File: src/wmm_pkg.sv
// shared constants for the sliding-window min, mean and max block
`timescale 1ns / 1ps
`default_nettype none

package wmm_pkg;

    localparam int SAMPLE_W   = 48;  // sample and min/max width
    localparam int FRAC_W     = 8;   // fraction bits of the mean
    localparam int MEAN_W     = 56;  // mean width, integer plus fraction
    localparam int WINDOW_DEF = 16;  // default ring depth
    localparam int DIV_STEP_W = 8;   // quotient bits retired per divider cycle

endpackage

`default_nettype wire

File: src/wmm_ifs.sv
// valid/ready channel interfaces for sample words and statistics words
`timescale 1ns / 1ps
`default_nettype none

interface wmm_sample_if import wmm_pkg::*; ();

    logic                valid;
    logic                ready;
    logic [SAMPLE_W-1:0] sample_ns;

    modport source (output valid, output sample_ns, input ready);
    modport sink   (input valid, input sample_ns, output ready);

endinterface

interface wmm_stats_if import wmm_pkg::*; ();

    logic                valid;
    logic                ready;
    logic [SAMPLE_W-1:0] min_ns;
    logic [SAMPLE_W-1:0] max_ns;
    logic [MEAN_W-1:0]   mean_fix;

    modport source (output valid, output min_ns, output max_ns, output mean_fix, input ready);
    modport sink   (input valid, input min_ns, input max_ns, input mean_fix, output ready);

endinterface

`default_nettype wire

File: src/window_min_mean_max_core.sv
// top level: sliding-window min, mean and max over duration samples
// a result passes the ring scan, the divider and the output register in that order
// one sample word at a time: the next is taken once the last result is loaded into the
//   output register, later while a finished word waits on a stalled output register
// reset: asynchronous, active low; the ring reads as all zero and the write position is zero
// a finished result waits in the output register while the next sample word is taken
`timescale 1ns / 1ps
`default_nettype none

module window_min_mean_max_core import wmm_pkg::*; #(
    parameter int WINDOW = WINDOW_DEF
) (
    input  wire logic     clk,
    input  wire logic     rst_n,
    wmm_sample_if.sink    sample,
    wmm_stats_if.source   stats
);

    localparam int AW    = (WINDOW > 1) ? $clog2(WINDOW) : 1;
    localparam int SUM_W = SAMPLE_W + $clog2(WINDOW);
    localparam int DVD_W = SUM_W + FRAC_W;

    typedef enum logic [2:0] {
        ST_IDLE,   // waiting for a sample word
        ST_SCAN,   // issuing one ring read per cycle
        ST_LAST,   // last read data returns
        ST_CALC,   // kick off the divider
        ST_DIV,    // divider running
        ST_DONE    // wait for a free output register
    } state_t;

    state_t              state_reg;
    logic [AW-1:0]       wpos_reg;
    logic [AW-1:0]       raddr_reg;
    logic                pend_reg;      // ring read data valid this cycle
    logic [SAMPLE_W-1:0] lo_reg;
    logic [SAMPLE_W-1:0] hi_reg;
    logic [SUM_W-1:0]    sum_reg;
    logic                out_vld_reg;
    logic [SAMPLE_W-1:0] out_min_reg;
    logic [SAMPLE_W-1:0] out_max_reg;
    logic [MEAN_W-1:0]   out_mean_reg;

    logic                accept;
    logic                rd_en;
    logic [SAMPLE_W-1:0] rd_data;
    logic                div_start;
    logic                div_done;
    logic [DVD_W-1:0]    div_dividend;
    logic [DVD_W-1:0]    div_quotient;

    // one sample at a time: the ring is written in the accept cycle, then scanned
    assign sample.ready = (state_reg == ST_IDLE);
    assign accept       = sample.valid && sample.ready;
    assign rd_en        = (state_reg == ST_SCAN);
    assign div_start    = (state_reg == ST_CALC);
    assign div_dividend = {sum_reg, {FRAC_W{1'b0}}};

    wmm_ring #(
        .WINDOW (WINDOW),
        .AW     (AW)
    ) u_ring (
        .clk     (clk),
        .rst_n   (rst_n),
        .wr_en   (accept),
        .wr_addr (wpos_reg),
        .wr_data (sample.sample_ns),
        .rd_en   (rd_en),
        .rd_addr (raddr_reg),
        .rd_data (rd_data)
    );

    // mean = (sum * 256) / WINDOW, truncated
    wmm_div #(
        .DIVISOR (WINDOW),
        .DVD_W   (DVD_W)
    ) u_div (
        .clk      (clk),
        .rst_n    (rst_n),
        .start    (div_start),
        .dividend (div_dividend),
        .done     (div_done),
        .quotient (div_quotient)
    );

    always_ff @(posedge clk or negedge rst_n)
    begin
        if (!rst_n)
        begin
            state_reg    <= ST_IDLE;
            wpos_reg     <= '0;
            raddr_reg    <= '0;
            pend_reg     <= 1'b0;
            lo_reg       <= '0;
            hi_reg       <= '0;
            sum_reg      <= '0;
            out_vld_reg  <= 1'b0;
            out_min_reg  <= '0;
            out_max_reg  <= '0;
            out_mean_reg <= '0;
        end
        else
        begin
            // read data lands in the cycle after the address
            pend_reg <= rd_en;

            // fold in one ring entry per cycle
            if (pend_reg)
            begin
                if (rd_data < lo_reg)
                begin
                    lo_reg <= rd_data;
                end
                if (rd_data > hi_reg)
                begin
                    hi_reg <= rd_data;
                end
                sum_reg <= sum_reg + SUM_W'(rd_data);
            end

            // output word taken downstream; in ST_DONE the reload below covers it
            if (stats.valid && stats.ready && (state_reg != ST_DONE))
            begin
                out_vld_reg <= 1'b0;
            end

            case (state_reg)
                ST_IDLE:
                begin
                    if (accept)
                    begin
                        wpos_reg  <= (wpos_reg == AW'(WINDOW - 1)) ? '0 : wpos_reg + 1'b1;
                        raddr_reg <= '0;
                        lo_reg    <= '1;
                        hi_reg    <= '0;
                        sum_reg   <= '0;
                        state_reg <= ST_SCAN;
                    end
                end
                ST_SCAN:
                begin
                    raddr_reg <= raddr_reg + 1'b1;
                    if (raddr_reg == AW'(WINDOW - 1))
                    begin
                        state_reg <= ST_LAST;
                    end
                end
                ST_LAST:
                begin
                    state_reg <= ST_CALC;
                end
                ST_CALC:
                begin
                    state_reg <= ST_DIV;
                end
                ST_DIV:
                begin
                    if (div_done)
                    begin
                        state_reg <= ST_DONE;
                    end
                end
                ST_DONE:
                begin
                    // load only into an empty or draining output register
                    if (!out_vld_reg || stats.ready)
                    begin
                        out_vld_reg  <= 1'b1;
                        out_min_reg  <= lo_reg;
                        out_max_reg  <= hi_reg;
                        out_mean_reg <= div_quotient[MEAN_W-1:0];
                        state_reg    <= ST_IDLE;
                    end
                end
                default:
                begin
                    state_reg <= ST_IDLE;
                end
            endcase
        end
    end

    assign stats.valid    = out_vld_reg;
    assign stats.min_ns   = out_min_reg;
    assign stats.max_ns   = out_max_reg;
    assign stats.mean_fix = out_mean_reg;

endmodule

`default_nettype wire

File: src/wmm_ring.sv
// sample ring memory with per-entry valid bits, one write and one registered read port
`timescale 1ns / 1ps
`default_nettype none

module wmm_ring import wmm_pkg::*; #(
    parameter int WINDOW = WINDOW_DEF,
    parameter int AW     = 4
) (
    input  wire logic                clk,
    input  wire logic                rst_n,
    input  wire logic                wr_en,
    input  wire logic [AW-1:0]       wr_addr,
    input  wire logic [SAMPLE_W-1:0] wr_data,
    input  wire logic                rd_en,
    input  wire logic [AW-1:0]       rd_addr,
    output logic      [SAMPLE_W-1:0] rd_data
);

    logic [SAMPLE_W-1:0] mem [WINDOW];
    logic [SAMPLE_W-1:0] rd_data_reg;
    logic [WINDOW-1:0]   vld_reg;
    logic                rd_vld_reg;

    // storage, no reset
    always_ff @(posedge clk)
    begin
        if (wr_en)
        begin
            mem[wr_addr] <= wr_data;
        end
        if (rd_en)
        begin
            rd_data_reg <= mem[rd_addr];
        end
    end

    // never-written entries read as zero
    always_ff @(posedge clk or negedge rst_n)
    begin
        if (!rst_n)
        begin
            vld_reg    <= '0;
            rd_vld_reg <= 1'b0;
        end
        else
        begin
            if (wr_en)
            begin
                vld_reg[wr_addr] <= 1'b1;
            end
            if (rd_en)
            begin
                rd_vld_reg <= vld_reg[rd_addr];
            end
        end
    end

    assign rd_data = rd_vld_reg ? rd_data_reg : '0;

endmodule

`default_nettype wire

File: src/wmm_div.sv
// radix-256 restoring divider by a constant window depth
`timescale 1ns / 1ps
`default_nettype none

module wmm_div import wmm_pkg::*; #(
    parameter int DIVISOR = WINDOW_DEF,
    parameter int DVD_W   = 60
) (
    input  wire logic             clk,
    input  wire logic             rst_n,
    input  wire logic             start,
    input  wire logic [DVD_W-1:0] dividend,
    output logic                  done,
    output logic      [DVD_W-1:0] quotient
);

    localparam int STEPS = (DVD_W + DIV_STEP_W - 1) / DIV_STEP_W;
    localparam int PAD_W = STEPS * DIV_STEP_W;
    localparam int RW    = $clog2(DIVISOR) + 2;
    localparam int CW    = (STEPS > 1) ? $clog2(STEPS) : 1;

    logic [PAD_W-1:0] dvd_reg, dvd_next;
    logic [PAD_W-1:0] quo_reg, quo_next;
    logic [RW-1:0]    rem_reg, rem_next;
    logic [CW-1:0]    cnt_reg;
    logic             busy_reg;
    logic             done_reg;

    // one quotient bit per inner step, partial remainder stays below twice the divisor
    always_comb
    begin
        logic q_bit;
        rem_next = rem_reg;
        dvd_next = dvd_reg;
        quo_next = quo_reg;
        q_bit    = 1'b0;
        for (int i = 0; i < DIV_STEP_W; i++)
        begin
            rem_next = {rem_next[RW-2:0], dvd_next[PAD_W-1]};
            dvd_next = {dvd_next[PAD_W-2:0], 1'b0};
            q_bit    = (rem_next >= RW'(DIVISOR));
            if (q_bit)
            begin
                rem_next = rem_next - RW'(DIVISOR);
            end
            quo_next = {quo_next[PAD_W-2:0], q_bit};
        end
    end

    always_ff @(posedge clk or negedge rst_n)
    begin
        if (!rst_n)
        begin
            dvd_reg  <= '0;
            quo_reg  <= '0;
            rem_reg  <= '0;
            cnt_reg  <= '0;
            busy_reg <= 1'b0;
            done_reg <= 1'b0;
        end
        else if (start)
        begin
            dvd_reg  <= PAD_W'(dividend);
            quo_reg  <= '0;
            rem_reg  <= '0;
            cnt_reg  <= CW'(STEPS - 1);
            busy_reg <= 1'b1;
            done_reg <= 1'b0;
        end
        else if (busy_reg)
        begin
            dvd_reg <= dvd_next;
            quo_reg <= quo_next;
            rem_reg <= rem_next;
            if (cnt_reg == '0)
            begin
                busy_reg <= 1'b0;
                done_reg <= 1'b1;
            end
            else
            begin
                cnt_reg <= cnt_reg - 1'b1;
            end
        end
    end

    assign done     = done_reg;
    assign quotient = quo_reg[DVD_W-1:0];

endmodule

`default_nettype wire

File: src/flat_wrapper.sv
// flat-port wrapper written by rule: the top's interface ports become plain ports
module window_min_mean_max_core_flat import wmm_pkg::*;
#(
    parameter int WINDOW = WINDOW_DEF
)
  (clk, rst_n, sample_valid, sample_sample_ns, sample_ready, stats_valid, stats_min_ns, stats_max_ns, stats_mean_fix, stats_ready);
  wmm_sample_if sample_i ();
  wmm_stats_if stats_i ();
  input  wire logic clk;
  input  wire logic rst_n;
  input wire logic [$bits(sample_i.valid)-1:0] sample_valid;
  input wire logic [$bits(sample_i.sample_ns)-1:0] sample_sample_ns;
  output wire logic [$bits(sample_i.ready)-1:0] sample_ready;
  output wire logic [$bits(stats_i.valid)-1:0] stats_valid;
  output wire logic [$bits(stats_i.min_ns)-1:0] stats_min_ns;
  output wire logic [$bits(stats_i.max_ns)-1:0] stats_max_ns;
  output wire logic [$bits(stats_i.mean_fix)-1:0] stats_mean_fix;
  input wire logic [$bits(stats_i.ready)-1:0] stats_ready;
  assign sample_i.valid = sample_valid;
  assign sample_i.sample_ns = sample_sample_ns;
  assign sample_ready = sample_i.ready;
  assign stats_valid = stats_i.valid;
  assign stats_min_ns = stats_i.min_ns;
  assign stats_max_ns = stats_i.max_ns;
  assign stats_mean_fix = stats_i.mean_fix;
  assign stats_i.ready = stats_ready;
  window_min_mean_max_core #(.WINDOW(WINDOW)) u_core (.clk(clk), .rst_n(rst_n), .sample(sample_i), .stats(stats_i));
endmodule
File: config.mk
export PLATFORM = sky130hd
export DESIGN_NAME = window_min_mean_max_core_flat
export DESIGN_NICKNAME = d
export VERILOG_FILES = /design/src/wmm_pkg.sv /design/src/wmm_ifs.sv /design/src/window_min_mean_max_core.sv /design/src/wmm_ring.sv /design/src/wmm_div.sv /design/src/flat_wrapper.sv
export SDC_FILE = /design/constraint.sdc
export NUM_CORES = 2
export LEC_CHECK = 0
export ABC_AREA = 1
export BUFFER_PORTS_ARGS = -buffer_cell sky130_fd_sc_hd__buf_2
export CORE_MARGIN = 10
export CORE_UTILIZATION = 60
export CTS_BUF_LIST = sky130_fd_sc_hd__clkbuf_4 sky130_fd_sc_hd__clkbuf_8
export DETAILED_ROUTE_END_ITERATION = 16
export MAX_ROUTING_LAYER = met4
export PLACE_DENSITY = 0.78
export RECOVER_POWER = 50
export SLEW_MARGIN = 20
export SYNTH_ARGS = -nofsm -noshare
export SYNTH_HDL_FRONTEND = slang
export SYNTH_SLANG_ARGS = --single-unit
File: constraint.sdc
create_clock -name clk -period 4.8 [get_ports clk]
set_input_delay 0.48 -clock clk [delete_from_list [all_inputs] [get_ports clk]]
set_output_delay 0.48 -clock clk [all_outputs]
set_load 0.02 [all_outputs]
==> flow_summary.yaml <==
sta:
  timing.slew.headroom: -0.959
  fin_worst_skew_ns: 0.0451
  tightest_slew_ns: 2.94
  fmax_mhz: 240
  min_period_ns: 4.16
  slew_violations: 167
  rsz0062_at_grt: "false"
  setup_tns_ns: 0
  post-route-period-util: 0.866
  finalHoldViolations: 0
  setup_violations: 0
yosys:
  syn_inst: 5278
  ys_seq_area_frac: 0.649
  syn_area_sq_um: 55200
  syn_avg_cell_area_sq_um: 10.5
  async_flop_share: 0.356
  ys_types: 43
  synth_enable_flop_cells: 816
  yosys_most_used_dff: "edfxtp_1"
  ys_ff_latch: 1268
  synthesis.nets: 5481
  yosysWarnings: 0
global_route:
  grt_pass1_vias: 39687
  track_usage: 0.297
  grt_first_pass_wirelength_um: 231000
  gr-total-overflow: 0
  antenna_found_initial: 12
  grt_max_degree: 234
routing:
  drtIter0Drc: 4948
  wirelength_um: 152000
  drtPass1Iterations: 8
  ant_nets: 0
  route.vias.total: 41155
  vias_per_cell: 5.98
  drc_errors: 0
  post_drt_wl_per_cell_um: 22.1
floorplanning:
  die_h_um: 323
  die_x_um: 323
  core.rowCount: 111
  ios: 206
  initial_core_util: 0.603
  die_area_sq_um: 105000
  core-area_sq_um: 91500
setup_path:
  cp.arrival_ns: 4.87
  path_cells: "nor3_1, clkbuf_1, nor2_2, clkbuf_1, inv_2, buf_4, o22ai_1"
  cp-start-kind: "flip-flop"
  cp_data_required_time_ns: 5.51
  slowest_stage: "clkbuf_1"
  end_kind: "flip-flop"
  path_delay_family: "buffers and inverters"
  cpMostUsedCell: "clkbuf_1"
  cp_max_fo: 62
  crit_type: "flip-flop to flip-flop"
  cpPeakStageDelay_ns: 1.59
  crit_buf_inv: 4
cts:
  clock-sinks: 1268
  htreeDepth: 4
  path_clk_slew_ns: 0.06
  cts_buffer_depth: 3
  clk_latency_ns: 0.91
  cts_tree: "yes"
  cts_buffers: 198
  cts_resized: 0
  hold_buffers: 51
  cts_root_buf: "clkbuf_8"
  cts_setup_buffers: 0
pwr:
  power.total_mw: 42.4
  peakVddDrop_v: 0.000534
  pwr_density_cell_nw_per_um2: 687
  cellLeakagePower_nw: 25.7
cells_and_area:
  area_growth_pct: 11.9
  largest_register: "u_core.u_ring.mem"
  layout-drive-gt1-share: 0.0874
  nNetsFinal: 5723
  layout_commonest_cell: "nand2_1"
  fillers: 6899
  largest_register_ffs: 768
  final_cell_mix: "nand2_1, edfxtp_1, o21ai_0"
job:
  maxCapViolations: 2
status:
  violations: "max-capacitance violations, max-slew violations"
  status: "finished, violations left"
placement:
  io_buffers: 205
  dp_hpwl_um: 94600
  place_congestion: 1.03
worst_hold_path:
  hp-class: "flip-flop to flip-flop"
[report_power, final]
group / switching (mW) / internal, mW
Combinational: 12.9 / 5.23
Sequential: 1.28 / 14.0
Clock: 4.23 / 4.78
Total: 18.5 / 24.0
[final timing paths]
path | endpoint | slack, ns | cells past startpoint | from
setup / recovery | u_core.u_div.quo_reg[54]$_DFFE_PN0P_ | 0.64 | 7 | u_core.state_reg[2]$_DFFE_PN0P_
hold / removal | u_core.u_ring.vld_reg[1]$_DFFE_PN0P_ | 0.46 | 2 | u_core.u_ring.vld_reg[1]$_DFFE_PN0P_
setup reg to reg | u_core.u_div.quo_reg[54]$_DFFE_PN0P_ | 0.64 | 7 | u_core.state_reg[2]$_DFFE_PN0P_
hold reg to reg | u_core.u_ring.vld_reg[1]$_DFFE_PN0P_ | 0.46 | 2 | u_core.u_ring.vld_reg[1]$_DFFE_PN0P_
max in group asynchronous | u_core.raddr_reg[0]$_DFFE_PN0P_ | 1.25 | 3 | rst_n
min in group asynchronous | u_core.stats.mean_fix[21]$_DFFE_PN0P_ | 1.12 | 2 | rst_n
[stage by stage]
step                utilization  instances  worst slack (ns)  cell area (sq um)  hold WS (ns)
global route              0.675       6876             0.349              61800         0.473
floorplan                     -       5278              1.07              55200         0.184
CTS                       0.677       6863             0.960              62000         0.259
finish                    0.675       6878             0.641              61800         0.463
global placement          0.629       6455              1.05              57500         0.438
detailed placement        0.629       6455              1.00              57500         0.447
[routing by layer]
layer  GRT usage  share of wire  vias to the layer above
met4       0.117          0.033                        0
met1       0.382           0.39                    19949
met2       0.474           0.49                     1980
li1            -              -                    18887
met5           -              0                        -
met3      0.0464          0.085                      339
[Yosys cell counts, drive strengths merged (3+ instances only)]
cell,instances,area (sq um)
inv,513,1930
edfxtp,816,24500
or2,14,87.6
a21oi,375,1880
nor4,3,18.8
ha,150,1880
o21bai,8,60.1
nand4,32,200
clkbuf,205,769
o22ai,158,988
o21a,6,45.0
dfrtp,452,11300
o211ai,44,330
nor3,12,65.1
o221ai,12,105
a31oi,4,25.0
buf,77,388
nand3,274,1370
xnor2,3,26.3
xor2,3,26.3
nand2,1040,3900
o21ai,578,2890
a221oi,95,832
nor2,387,1450
[worst min-delay path, stage by stage (launching register included)]
cell and delay (ns):
dfrtp_1 0.32, inv_1 0.05, o21ai_0 0.06
[logic make-up (layout without fill, tap and decap cells)]
logic type	count (synthesis)	after routing	synth area share
AND/OR/NAND/NOR	1766	1766	0.129
XOR/XNOR	6	6	0.000952
AO/OA/AOI/OAI	1289	1289	0.131
buffers and inverters	796	1195	0.0559
multiplexers	2	2	0.000408
flip-flops	1268	1268	0.649
other	0	15	0
adder cells (fa/ha/maj)	151	151	0.0343
[cell type report]
cell class	count	area, sq um	area share
flip-flops and latches	1268	35800	0.580
multi-input cells	3214	16500	0.267
clock buffers	286	3470	0.0561
repair buffers	324	2070	0.0334
inverters	514	1940	0.0314
well taps	1186	1480	0.0240
clock inverters	71	480	0.00777
diodes	15	37.5	0.000607
No activity file was read; power rests on OpenSTA's default activity.
